**src/sv/bcdm_pkg.sv**
```systemverilog
package bcdm_pkg;

  localparam int SAMPLE_WIDTH_DEF = 24;

  localparam int CFG_DATA_W = 16;
  localparam int CFG_IDX_W  = 3;

  localparam int GAIN_W   = 16;
  localparam int DEPTH_W  = 5;
  localparam int FACTOR_W = 8;
  localparam int LEVEL_W  = 16;

  localparam int DEPTH_MAX = 24;

  localparam logic [CFG_IDX_W-1:0] CFG_INPUT_GAIN = 3'd0;
  localparam logic [CFG_IDX_W-1:0] CFG_BIT_DEPTH  = 3'd1;
  localparam logic [CFG_IDX_W-1:0] CFG_DS_FACTOR  = 3'd2;
  localparam logic [CFG_IDX_W-1:0] CFG_DRY_LEVEL  = 3'd3;
  localparam logic [CFG_IDX_W-1:0] CFG_WET_LEVEL  = 3'd4;

  localparam logic [GAIN_W-1:0]   GAIN_RST   = 16'd4096;
  localparam logic [DEPTH_W-1:0]  DEPTH_RST  = 5'd24;
  localparam logic [FACTOR_W-1:0] FACTOR_RST = 8'd1;
  localparam logic [LEVEL_W-1:0]  DRY_RST    = 16'd0;
  localparam logic [LEVEL_W-1:0]  WET_RST    = 16'd32768;

  typedef enum logic [1:0] {
    MUL_GAIN,
    MUL_DRY,
    MUL_WET
  } mul_sel_t;

  typedef struct packed {
    logic     load_x;
    mul_sel_t mul_sel;
    logic     prod_load;
    logic     hold_step;
    logic     acc_load;
    logic     out_load;
  } dp_cmd_t;

  typedef struct packed {
    logic out_free;
  } dp_status_t;

endpackage

```
**src/sv/bcdm_ctrl.sv**
```systemverilog
module bcdm_ctrl
  import bcdm_pkg::*;
(
  input  logic       clk,
  input  logic       rst_n,
  input  logic       in_valid,
  output logic       in_stall,
  input  dp_status_t status,
  output dp_cmd_t    cmd
);

  typedef enum logic [2:0] {
    S_IDLE,
    S_GAIN,
    S_DRY,
    S_WET,
    S_FIN
  } state_t;

  state_t state_r, state_nxt;
  logic   accept;

  always_comb begin
    in_stall = !((state_r == S_IDLE) || ((state_r == S_FIN) && status.out_free));
    accept   = in_valid && !in_stall;
  end

  always_comb begin
    state_nxt = state_r;
    case (state_r)
      S_IDLE: begin
        if (accept) state_nxt = S_GAIN;
      end
      S_GAIN: state_nxt = S_DRY;
      S_DRY:  state_nxt = S_WET;
      S_WET:  state_nxt = S_FIN;
      S_FIN: begin
        if (status.out_free) state_nxt = accept ? S_GAIN : S_IDLE;
      end
      default: state_nxt = S_IDLE;
    endcase
  end

  always_comb begin
    cmd           = '0;
    cmd.load_x    = accept;
    cmd.prod_load = (state_r inside {S_GAIN, S_DRY, S_WET});
    cmd.hold_step = (state_r == S_DRY);
    cmd.acc_load  = (state_r == S_WET);
    cmd.out_load  = (state_r == S_FIN) && status.out_free;
    case (state_r)
      S_GAIN:  cmd.mul_sel = MUL_GAIN;
      S_DRY:   cmd.mul_sel = MUL_DRY;
      S_WET:   cmd.mul_sel = MUL_WET;
      default: cmd.mul_sel = MUL_GAIN;
    endcase
  end

  always_ff @(posedge clk) begin
    if (!rst_n) begin
      state_r <= S_IDLE;
    end else begin
      state_r <= state_nxt;
    end
  end

endmodule

```
**src/sv/bcdm_datapath.sv**
```systemverilog
module bcdm_datapath
  import bcdm_pkg::*;
#(
  parameter int SAMPLE_WIDTH = SAMPLE_WIDTH_DEF
) (
  input  logic                           clk,
  input  logic                           rst_n,
  input  logic signed [SAMPLE_WIDTH-1:0] in_sample_in,
  output logic                           out_valid,
  input  logic                           out_stall,
  output logic signed [SAMPLE_WIDTH-1:0] out_sample_out,
  input  logic                           cfg_we,
  input  logic [CFG_IDX_W-1:0]           cfg_index,
  input  logic [CFG_DATA_W-1:0]          cfg_data,
  input  dp_cmd_t                        cmd,
  output dp_status_t                     status
);

  localparam int F   = SAMPLE_WIDTH - 1;
  localparam int HW  = SAMPLE_WIDTH + 4;
  localparam int CW  = SAMPLE_WIDTH + 5;
  localparam int PW  = CW + LEVEL_W + 1;
  localparam int AW  = PW + 1;
  localparam int RW  = AW - 15;
  localparam int SHW = $clog2(SAMPLE_WIDTH);

  localparam logic signed [RW-1:0] MAXV = RW'((64'd1 << F) - 64'd1);
  localparam logic signed [RW-1:0] MINV = ~MAXV;

  logic [GAIN_W-1:0]   gain_r;
  logic [DEPTH_W-1:0]  depth_r;
  logic [FACTOR_W-1:0] factor_r;
  logic [LEVEL_W-1:0]  dry_r;
  logic [LEVEL_W-1:0]  wet_r;

  logic signed [SAMPLE_WIDTH-1:0] x_r;
  logic signed [HW-1:0]           held_r;
  logic [FACTOR_W-1:0]            count_r;
  logic signed [PW-1:0]           prod_r;
  logic signed [AW-1:0]           acc_r;
  logic signed [SAMPLE_WIDTH-1:0] out_r;
  logic                           out_valid_r;

  // config registers
  always_ff @(posedge clk) begin
    if (!rst_n) begin
      gain_r   <= GAIN_RST;
      depth_r  <= DEPTH_RST;
      factor_r <= FACTOR_RST;
      dry_r    <= DRY_RST;
      wet_r    <= WET_RST;
    end else if (cfg_we) begin
      case (cfg_index)
        CFG_INPUT_GAIN: gain_r   <= cfg_data[GAIN_W-1:0];
        CFG_BIT_DEPTH:  depth_r  <= cfg_data[DEPTH_W-1:0];
        CFG_DS_FACTOR:  factor_r <= cfg_data[FACTOR_W-1:0];
        CFG_DRY_LEVEL:  dry_r    <= cfg_data[LEVEL_W-1:0];
        CFG_WET_LEVEL:  wet_r    <= cfg_data[LEVEL_W-1:0];
        default: ;
      endcase
    end
  end

  // quantizer on the held value
  logic [DEPTH_W-1:0]   depth_eff;
  logic                 depth_pass;
  logic [5:0]           shift6;
  logic [SHW-1:0]       shift;
  logic signed [CW-1:0] held_ext;
  logic signed [CW-1:0] half;
  logic signed [CW-1:0] crush_sum;
  logic signed [CW-1:0] crushed;

  always_comb begin
    if (depth_r == '0) begin
      depth_eff = DEPTH_W'(1);
    end else if (depth_r > DEPTH_W'(DEPTH_MAX)) begin
      depth_eff = DEPTH_W'(DEPTH_MAX);
    end else begin
      depth_eff = depth_r;
    end
    depth_pass = ({1'b0, depth_eff} >= 6'(F));
    shift6     = 6'(F) - {1'b0, depth_eff};
    shift      = shift6[SHW-1:0];
    held_ext   = CW'(held_r);
    half       = CW'(1) << (shift - SHW'(1));
    crush_sum  = held_ext + (held_r[HW-1] ? (half - CW'(1)) : half);
    if (depth_pass) begin
      crushed = held_ext;
    end else begin
      crushed = crush_sum & ~((CW'(1) << shift) - CW'(1));
    end
  end

  // shared multiplier
  logic signed [CW-1:0]      mul_a;
  logic signed [LEVEL_W:0]   mul_b;
  logic signed [PW-1:0]      mul_p;

  always_comb begin
    case (cmd.mul_sel)
      MUL_GAIN: begin
        mul_a = CW'(x_r);
        mul_b = {1'b0, gain_r};
      end
      MUL_DRY: begin
        mul_a = CW'(x_r);
        mul_b = {1'b0, dry_r};
      end
      MUL_WET: begin
        mul_a = crushed;
        mul_b = {1'b0, wet_r};
      end
      default: begin
        mul_a = '0;
        mul_b = '0;
      end
    endcase
    mul_p = mul_a * mul_b;
  end

  // gain rounding and hold counter
  logic signed [PW-1:0] gain_sum;
  logic signed [HW-1:0] gained;
  logic [FACTOR_W:0]    count_inc;
  logic                 capture;

  always_comb begin
    gain_sum  = prod_r + (prod_r[PW-1] ? PW'(2047) : PW'(2048));
    gained    = gain_sum[HW+11:12];
    count_inc = {1'b0, count_r} + (FACTOR_W+1)'(1);
    capture   = (count_inc >= {1'b0, factor_r});
  end

  // final mix, rounding and saturation
  logic signed [AW-1:0] mix_sum;
  logic signed [AW-1:0] mix_rnd;
  logic signed [RW-1:0] mix_q;
  logic signed [SAMPLE_WIDTH-1:0] mix_sat;

  always_comb begin
    mix_sum = acc_r + AW'(prod_r);
    mix_rnd = mix_sum + (mix_sum[AW-1] ? AW'(16383) : AW'(16384));
    mix_q   = mix_rnd[AW-1:15];
    if (mix_q > MAXV) begin
      mix_sat = MAXV[SAMPLE_WIDTH-1:0];
    end else if (mix_q < MINV) begin
      mix_sat = MINV[SAMPLE_WIDTH-1:0];
    end else begin
      mix_sat = mix_q[SAMPLE_WIDTH-1:0];
    end
  end

  always_ff @(posedge clk) begin
    if (cmd.prod_load) prod_r <= mul_p;
    if (cmd.load_x) x_r <= in_sample_in;
    if (cmd.acc_load) acc_r <= AW'(prod_r);
    if (cmd.out_load) out_r <= mix_sat;
  end

  always_ff @(posedge clk) begin
    if (!rst_n) begin
      held_r      <= '0;
      count_r     <= '0;
      out_valid_r <= 1'b0;
    end else begin
      if (cmd.hold_step) begin
        if (capture) begin
          held_r  <= gained;
          count_r <= '0;
        end else begin
          count_r <= count_inc[FACTOR_W-1:0];
        end
      end
      if (cmd.out_load) begin
        out_valid_r <= 1'b1;
      end else if (!out_stall) begin
        out_valid_r <= 1'b0;
      end
    end
  end

  assign status.out_free = !out_valid_r || !out_stall;
  assign out_valid       = out_valid_r;
  assign out_sample_out  = out_r;

endmodule

```
**src/sv/bitcrusher_downsample_mix_unit.sv**
```systemverilog
// A single shared multiplier takes the gain, dry and wet products in turn in
// states S_GAIN, S_DRY and S_WET; in S_FIN the mix is rounded and saturated.
// A new input word is accepted only while idle or as the previous word leaves
// S_FIN; a word waiting at the output holds back the next word in S_FIN.
// Reset: synchronous, active low; registers return to defaults, hold state clears.
module bitcrusher_downsample_mix_unit
  import bcdm_pkg::*;
#(
  parameter int SAMPLE_WIDTH = SAMPLE_WIDTH_DEF
) (
  input  logic                           clk,
  input  logic                           rst_n,
  input  logic                           in_valid,
  output logic                           in_stall,
  input  logic signed [SAMPLE_WIDTH-1:0] in_sample_in,
  output logic                           out_valid,
  input  logic                           out_stall,
  output logic signed [SAMPLE_WIDTH-1:0] out_sample_out,
  input  logic                           cfg_we,
  input  logic [CFG_IDX_W-1:0]           cfg_index,
  input  logic [CFG_DATA_W-1:0]          cfg_data
);

  dp_cmd_t    cmd;
  dp_status_t status;

  bcdm_ctrl u_ctrl (
    .clk      (clk),
    .rst_n    (rst_n),
    .in_valid (in_valid),
    .in_stall (in_stall),
    .status   (status),
    .cmd      (cmd)
  );

  bcdm_datapath #(
    .SAMPLE_WIDTH (SAMPLE_WIDTH)
  ) u_datapath (
    .clk            (clk),
    .rst_n          (rst_n),
    .in_sample_in   (in_sample_in),
    .out_valid      (out_valid),
    .out_stall      (out_stall),
    .out_sample_out (out_sample_out),
    .cfg_we         (cfg_we),
    .cfg_index      (cfg_index),
    .cfg_data       (cfg_data),
    .cmd            (cmd),
    .status         (status)
  );

`ifndef NO_ASSERTIONS
  a_one_at_a_time: assert property (@(posedge clk) disable iff (!rst_n)
    (in_valid && !in_stall) |=> in_stall)
    else $error("input accepted while previous word in flight");

  a_hold_after_accept: assert property (@(posedge clk) disable iff (!rst_n)
    cmd.hold_step |-> $past(in_valid && !in_stall, 2))
    else $error("hold update without matching input word");

  a_wet_after_hold: assert property (@(posedge clk) disable iff (!rst_n)
    cmd.acc_load |-> $past(cmd.hold_step))
    else $error("wet product out of sequence");

  a_out_load_fills: assert property (@(posedge clk) disable iff (!rst_n)
    cmd.out_load |=> out_valid)
    else $error("finished word not presented");
`endif

endmodule
```
**config.mk**
```make
export PLATFORM = sky130hd
export DESIGN_NAME = bitcrusher_downsample_mix_unit
export DESIGN_NICKNAME = d
export VERILOG_FILES = /design/src/sv/bcdm_pkg.sv /design/src/sv/bcdm_ctrl.sv /design/src/sv/bcdm_datapath.sv /design/src/sv/bitcrusher_downsample_mix_unit.sv
export SDC_FILE = /design/constraint.sdc
export NUM_CORES = 2
export LEC_CHECK = 0
export BUFFER_PORTS_ARGS = -buffer_cell sky130_fd_sc_hd__buf_4
export CORE_UTILIZATION = 45
export CTS_BUF_LIST = sky130_fd_sc_hd__clkbuf_4 sky130_fd_sc_hd__clkbuf_8
export DETAILED_ROUTE_END_ITERATION = 8
export GPL_TIMING_DRIVEN = 0
export PLACE_DENSITY = 0.59
export SLEW_MARGIN = 20
export SYNTH_ARGS = -nofsm -noshare
export SYNTH_HDL_FRONTEND = slang
export SYNTH_HIERARCHICAL = 1
export SYNTH_SLANG_ARGS = --single-unit
```
**constraint.sdc**
```tcl
create_clock -name clk -period 30.4 [get_ports clk]
set_input_delay 3.04 -clock clk [delete_from_list [all_inputs] [get_ports clk]]
set_output_delay 3.04 -clock clk [all_outputs]
set_load 0.05 [all_outputs]
```
* Yosys cells after proc, flatten, opt, wreduce, memory -nomap -nowiden
Cells that the tools add are included.
** Storage, ports and cells
- Bits in registers :: 241
- Bits of input ports :: 48
- Output and inout port bits :: 26
- Logic and storage cells :: 82
** Cells by class
- Multiply operators :: 1
- Bitwise logic cells :: 2
- $lt $le $gt $ge :: 5
- Shift-type cells :: 2
- Eq/ne operators :: 13
- $add $sub $neg :: 9
- Mux-type cells :: 17
- Reduce and logical (&&, ||, !) cells :: 20
** Operator list (number)
- 2-to-1 mux 29 bit :: 2
- one-hot mux 29 bit (2 select lines) :: 1
- left shift 1 x 5 -> 29 bit (first input constant) :: 2
- subtractor 29 x 2 -> 29 bit (second input constant) :: 2
- one-hot mux 16 bit (3 select lines) :: 1
- adder 46 x 46 -> 47 bit :: 1
- adder 47 bit :: 1
- multiplier 29 x 17 -> 46 bit :: 1
- adder 40 x 13 -> 40 bit :: 1
- > comparator 32 x 24 -> 1 bit (second input constant) :: 1
- < comparator 32 x 24 -> 1 bit (second input constant) :: 1
- adder 28 x 29 -> 29 bit :: 1
- AND 29 bit :: 1
- inverter 29 bit :: 1
- 2-to-1 mux 24 bit :: 1
- 2-to-1 mux 15 bit :: 1
- one-hot mux 3 bit (5 select lines) :: 1
- AND reduction 2 bit :: 7
- equality test 3 x 2 -> 1 bit (second input constant) :: 4
- 2-to-1 mux 12 bit :: 1
- 2-to-1 mux 5 bit :: 2
- adder 8 x 1 -> 9 bit (second input constant) :: 1
- >= comparator 9 x 8 -> 1 bit :: 1
- 2-to-1 mux 8 bit :: 1
- 20 further kinds :: 32

* Longest topological paths before layout
- Word-level depth :: 13
- Gate-level depth with buffers :: 52
- Depth with buffers taken out :: 49

* Modules after synthesis
Netlist, hierarchy kept.
** By module, submodules not included
- bcdm_datapath :: area each 32576.2 µm², cells an instance 3795, sequential area each 6165.9 µm², instances 1
- bcdm_ctrl :: area each 209.0 µm², cells an instance 23, sequential area each 60.1 µm², instances 1

* Worst setup path before layout
Ideal clock, no wire load.
- Path kind :: register to register
- From :: register u_datapath.depth_r[4]
- To :: register u_datapath.prod_r[44] (data pin)
- Cell stages (with the launch flop) :: 48
- Path slack :: 18869 ps
- Setup time :: 258 ps
- Required time :: 30142 ps
- Path buffers :: 3
- Period minus slack after synthesis :: 11531 ps
- Arrival :: 11274 ps
- Cells stage by stage :: dfxtp_1 > clkbuf_1 > buf_1 > a21oi_1 > ha_1 > clkbuf_1 > and2_1 > nand2_1 > ha_1 > nand2b_1 > o21ai_0 > inv_1 > fa_1 > nor2b_1 > o21ai_0 > a21boi_0 > o21ai_0 > a211oi_1 > (+12 left out) > inv_1 > fa_1 > fa_1 > fa_1 > ha_1 > a21o_1 > a21o_1 > a21o_1 > a21oi_1 > o21ai_0 > or3_1 > o211ai_1 > a31oi_1 > a41oi_1 > a31oi_1 > a21o_1 > a21oi_1 > xnor2_1
** Between the ends
- Longest elaborated chain between the ends :: 13
- Elaborated cells between the ends (all ways) :: 18
- Those cells by class :: 5 x add/sub; 1 x mul; 2 x order compare; 2 x shift; 5 x mux; 2 x bitwise; 1 x reduce/logical
** Ends and longest elaborated chain
- start, declared :: RTL line bcdm_datapath.sv:31 : logic [DEPTH_W-1:0] depth_r;
- start signal, assigned :: RTL line bcdm_datapath.sv:55 : CFG_BIT_DEPTH: depth_r <= cfg_data[DEPTH_W-1:0];
- > comparator 5 bit :: RTL line bcdm_datapath.sv:77 : end else if (depth_r > DEPTH_W'(DEPTH_MAX)) begin
- 2-to-1 mux 5 bit :: RTL line bcdm_datapath.sv:77
- 2-to-1 mux 5 bit * :: RTL line bcdm_datapath.sv:75 : if (depth_r == '0) begin
- subtractor 5 bit :: RTL line bcdm_datapath.sv:83 : shift6 = 6'(F) - {1'b0, depth_eff};
- subtractor 5 x 1 -> 5 bit :: RTL line bcdm_datapath.sv:86 : half = CW'(1) << (shift - SHW'(1));
- left shift 1 x 5 -> 29 bit :: RTL line bcdm_datapath.sv:86
- subtractor 29 x 2 -> 29 bit :: RTL line bcdm_datapath.sv:87 : crush_sum = held_ext + (held_r[HW-1] ? (half - CW'(1)) : half);
- 2-to-1 mux 29 bit :: RTL line bcdm_datapath.sv:87
- adder 28 x 29 -> 29 bit :: RTL line bcdm_datapath.sv:87
- AND 29 bit :: RTL line bcdm_datapath.sv:91 : crushed = crush_sum & ~((CW'(1) << shift) - CW'(1));
- 2-to-1 mux 29 bit * :: RTL line bcdm_datapath.sv:88 : if (depth_pass) begin
- one-hot mux 29 bit (2 select lines) * :: RTL line bcdm_datapath.sv:101 : case (cmd.mul_sel)
- multiplier 29 x 17 -> 46 bit * :: RTL line bcdm_datapath.sv:119 : mul_p = mul_a * mul_b;
- net u_datapath.mul_p[44] :: RTL line bcdm_datapath.sv:98 : logic signed [PW-1:0] mul_p;
- end signal, assigned :: RTL line bcdm_datapath.sv:155 : if (cmd.prod_load) prod_r <= mul_p;
- end, declared :: RTL line bcdm_datapath.sv:39 : logic signed [PW-1:0] prod_r;
The timed path passes the listed nets; every way through them passes the cells marked *.
A chain may end at the register's enable or synchronous reset.

* Worst setup path in the final report
- From :: register u_datapath.depth_r[4]
- To :: register u_datapath.prod_r[45] (data pin)
The elaborated chain is that of the path after synthesis.

==> summary.md <==
| Metric | Value |
|---|---|
| HP Class | flip-flop to flip-flop |
| Worst slew pin tran | 1.195 ns |
| Clk_lat worst skew | 0.67 ns |
| Comb power frac | 52.5% |
| Final ANT Viol Nets | 0 |
| Cell taking the most area after synthesis | fa_1 |
| Placed Cells | 4,852 |
| GRT Resource Usage Total | 28.76% |
| Full die area | 73,940 um2 |
| Number of synthesized flops with an enable pin | 140 |
| Most numerous cell in the Yosys netlist | nand2_1 |
| Seq pwr share | 26.1% |
| Startpoint types | flip-flop |
| CTS resizes | 0 |
| Drc violations | 0 |
| Tmin final | 15.59 ns |
| Synth Instances | 3,818 |
| Unrepaired setup endpoints after global routing | no |
| IO Pins | 74 |
| Average cell area after synthesis | 8.587 um2 |
| Switching Power | 0.0007690 W |
| H-Tree Depth | 2 |
| Top cells by count, synth | 581 x nand2_1, 569 x inv_1, 443 x fa_1 |
| Fraction of layout cells with a size suffix above 1 | 6.093% |
| Synth-to-layout area growth | 9.178% |
| Final setup violation count | 0 |
| Period utilization | 51.28% |
| IO Port Bufs | 73 |
| TritonCTS buffer count | 46 |
| Pin count of the biggest net entering global routing | 29 |
| Critical path's slowest cell | a2111oi_0 |
| Vias per inst | 5.534 |
| Primary FF master, synth | edfxtp_1 |
| Row count | 98 |
| Synth area leaders | fa_1 27%, edfxtp_1 13%, ha_1 8.6% |
| CTS Buffer Depth | 3 |
| Final net count | 4,667 |
| Worst relative slew slack | 20.33% |
| Setup WS post-layout | 14.81 ns |
| Largest stage delay on the critical path | 0.87 ns |
| Die X | 271.9 um |
| Die height | 271.9 um |
| Switching Share | 44.80% |
| Post-place setup slack | 15.13 ns |
| Hold buffer count at cts | 0 |
| Post-synthesis sequential area ratio | 18.99% |
| Final hold viol count | 0 |
| Vias in the first global route | 27,460 |
| PD cells | 47.96 nW/um2 |
| Top cell family by delay on the critical path | compound AO/OA/AOI/OAI gates |
| Cell mode on critical path | fa_1 |
| Worst Setup End Kind | flip-flop |
| Post-synthesis async set-or-reset flop share | 0% |
| Fin Setup TNS | 0 ns |
| IR drop worst, VDD | 0.04778 mV |
| Initial Utilization | 45.71% |
| FF+latch count, synth | 241 |
| Slew Limit Fails | 0 |
| Post-synthesis cell area | 32,790 um2 |
| Final Non-Filler Cells | 4,940 |
| Via count | 27,340 |
| CP Data Arrival Time | 15.92 ns |
| WL/cell | 21.26 um |
| Required @ worst endpoint | 30.73 ns |
| Max-Cap Viols | 0 |
| FMAX | 64.15 MHz |
| Global route overflow | 0 |
| Pint | 0.0009475 W |
| Setup bufs post-CTS | 0 |
| 1st-iter DRT viols | 2,085 |
| Post-detail-place hpwl | 87,300 um |
| Critical Path Fanout Max | 10 |
| Routability Congestion | 0.9675 |
| CTS sink count | 241 |
| Share of the synthesized area in the top cell type | 27.05% |
| Clock group share of total power | 21.4% |
| Syn_nets | 4,535 |
| Overall Power | 0.001717 W |
| Kind of critical path | flip-flop to flip-flop |
| Root buffer cell | clkbuf_8 |
| Total core area | 71,730 um2 |
| CTS tree | done |
| Detailed Routing Iterations Pass 1 | 6 |
| WL final | 105,000 um |
| LEAKAGE | 15.96 nW |
| Outcome | completed |
| Clock Pin Slew Worst Setup and Hold Paths | 0.06 ns |
| Worst path bufs/invs | 8 |
| Count of cell types in the netlist | 93 |
| Initial antenna violation count | 2 |
| Synth Warn # | 6 |
| Global-route wire length before repair | 161,600 um |
| Skew final | 0.08366 ns |
-- per-layer routing --
| layer | up-vias | track usage, % | wire length, um | share of wire [%] |
|---|---|---|---|---|
| li1 | 12730 | - | - | - |
| met3 | 194 | 4.875 | 6777 | 6.5 |
| met5 | - | 0 | 0 | 0 |
| met1 | 13480 | 36.48 | 43810 | 42 |
| met4 | 0 | 11.58 | 4432 | 4.2 |
| met2 | 931 | 48.63 | 49990 | 48 |
-- sequential cells by signal (all words and copies together), names as in the netlist --
name	count
u_datapath/prod_r	46
u_ctrl/state_r	3
u_datapath/wet_r	16
u_datapath/gain_r	16
u_datapath/held_r	28
u_datapath/dry_r	16
u_datapath/out_valid	1
u_datapath/acc_r	46
u_datapath/factor_r	8
u_datapath/x_r	24
u_datapath/out_sample_out	24
u_datapath/depth_r	5
u_datapath/count_r	8
-- per-stage QoR --
stage | cell area, um2 | hold slack [ns] | utilization [%]
floorplan | 32790 | 0.4334 | -
global placement | 34520 | 0.4410 | 48.13
detailed placement | 34720 | 0.4466 | 48.40
CTS | 35770 | 0.4303 | 49.87
global route | 35790 | 0.4688 | 49.90
finish | 35790 | 0.4515 | 49.90
-- worst paths after layout --
kind                                                         start                         endpoint  slack [ns]  cells past startpoint
worst min register to register      u_datapath/prod_r[2]$_DFFE_PP_    u_datapath/acc_r[2]$_DFFE_PP_        0.45                      0
worst max register to register  u_datapath/depth_r[4]$_SDFFE_PN1P_  u_datapath/prod_r[45]$_DFFE_PP_       14.81                     46
worst max-delay path            u_datapath/depth_r[4]$_SDFFE_PN1P_  u_datapath/prod_r[45]$_DFFE_PP_       14.81                     46
worst min-delay path                u_datapath/prod_r[2]$_DFFE_PP_    u_datapath/acc_r[2]$_DFFE_PP_        0.45                      0
-- power groups by stage --
stage                     Combinational [W]  Sequential, W  Clock [W]
after CTS                          0.000895       0.000447   0.000377
after global routing                0.00100       0.000451   0.000389
final                              0.000901       0.000448   0.000368
after floorplan                    0.000644       0.000434          0
after global placement             0.000879       0.000454          0
after detailed placement           0.000889       0.000454          0
-- placed cells by master (no fill, tap or decap), drive strengths merged, types with 17 or more instances in the layout --
cell type / n
and2: 81
xor2: 59
a21o: 62
and3: 33
clkbuf: 202
a21oi: 255
a211oi: 42
o21a: 38
ha: 226
nor2: 290
buf: 105
o211ai: 17
nand3: 69
dfxtp: 101
nand4: 32
or2: 17
edfxtp: 140
o21ai: 114
nor3: 60
mux2i: 27
fa: 443
a31oi: 18
xnor2: 126
inv: 571
nand2: 581
nand2b: 41
nor2b: 26
clkinv: 19
-- cell families after synthesis --
family | share of synthesized area, %
compound gates | 13.27
simple gates | 17.58
flops | 18.99
xor+xnor | 4.942
buf+inv | 8.530
mux | 0.8930
fa+ha+maj | 35.80
-- area by class of cell --
| cell class | instances | area, um2 |
|---|---|---|
| Inverter | 571 | 2143 |
| Antenna cell | 2 | 5.005 |
| Buffer | 163 | 653.1 |
| Fill cell | 7038 | 35940 |
| Sequential cell | 241 | 6226 |
| Tap cell | 950 | 1189 |
| Clock buffer | 60 | 782.0 |
| Clock inverter | 26 | 270.3 |
| Timing Repair Buffer | 84 | 685.7 |
| Multi-Input combinational cell | 2843 | 23840 |
No activity file was read; power rests on OpenSTA's default activity.
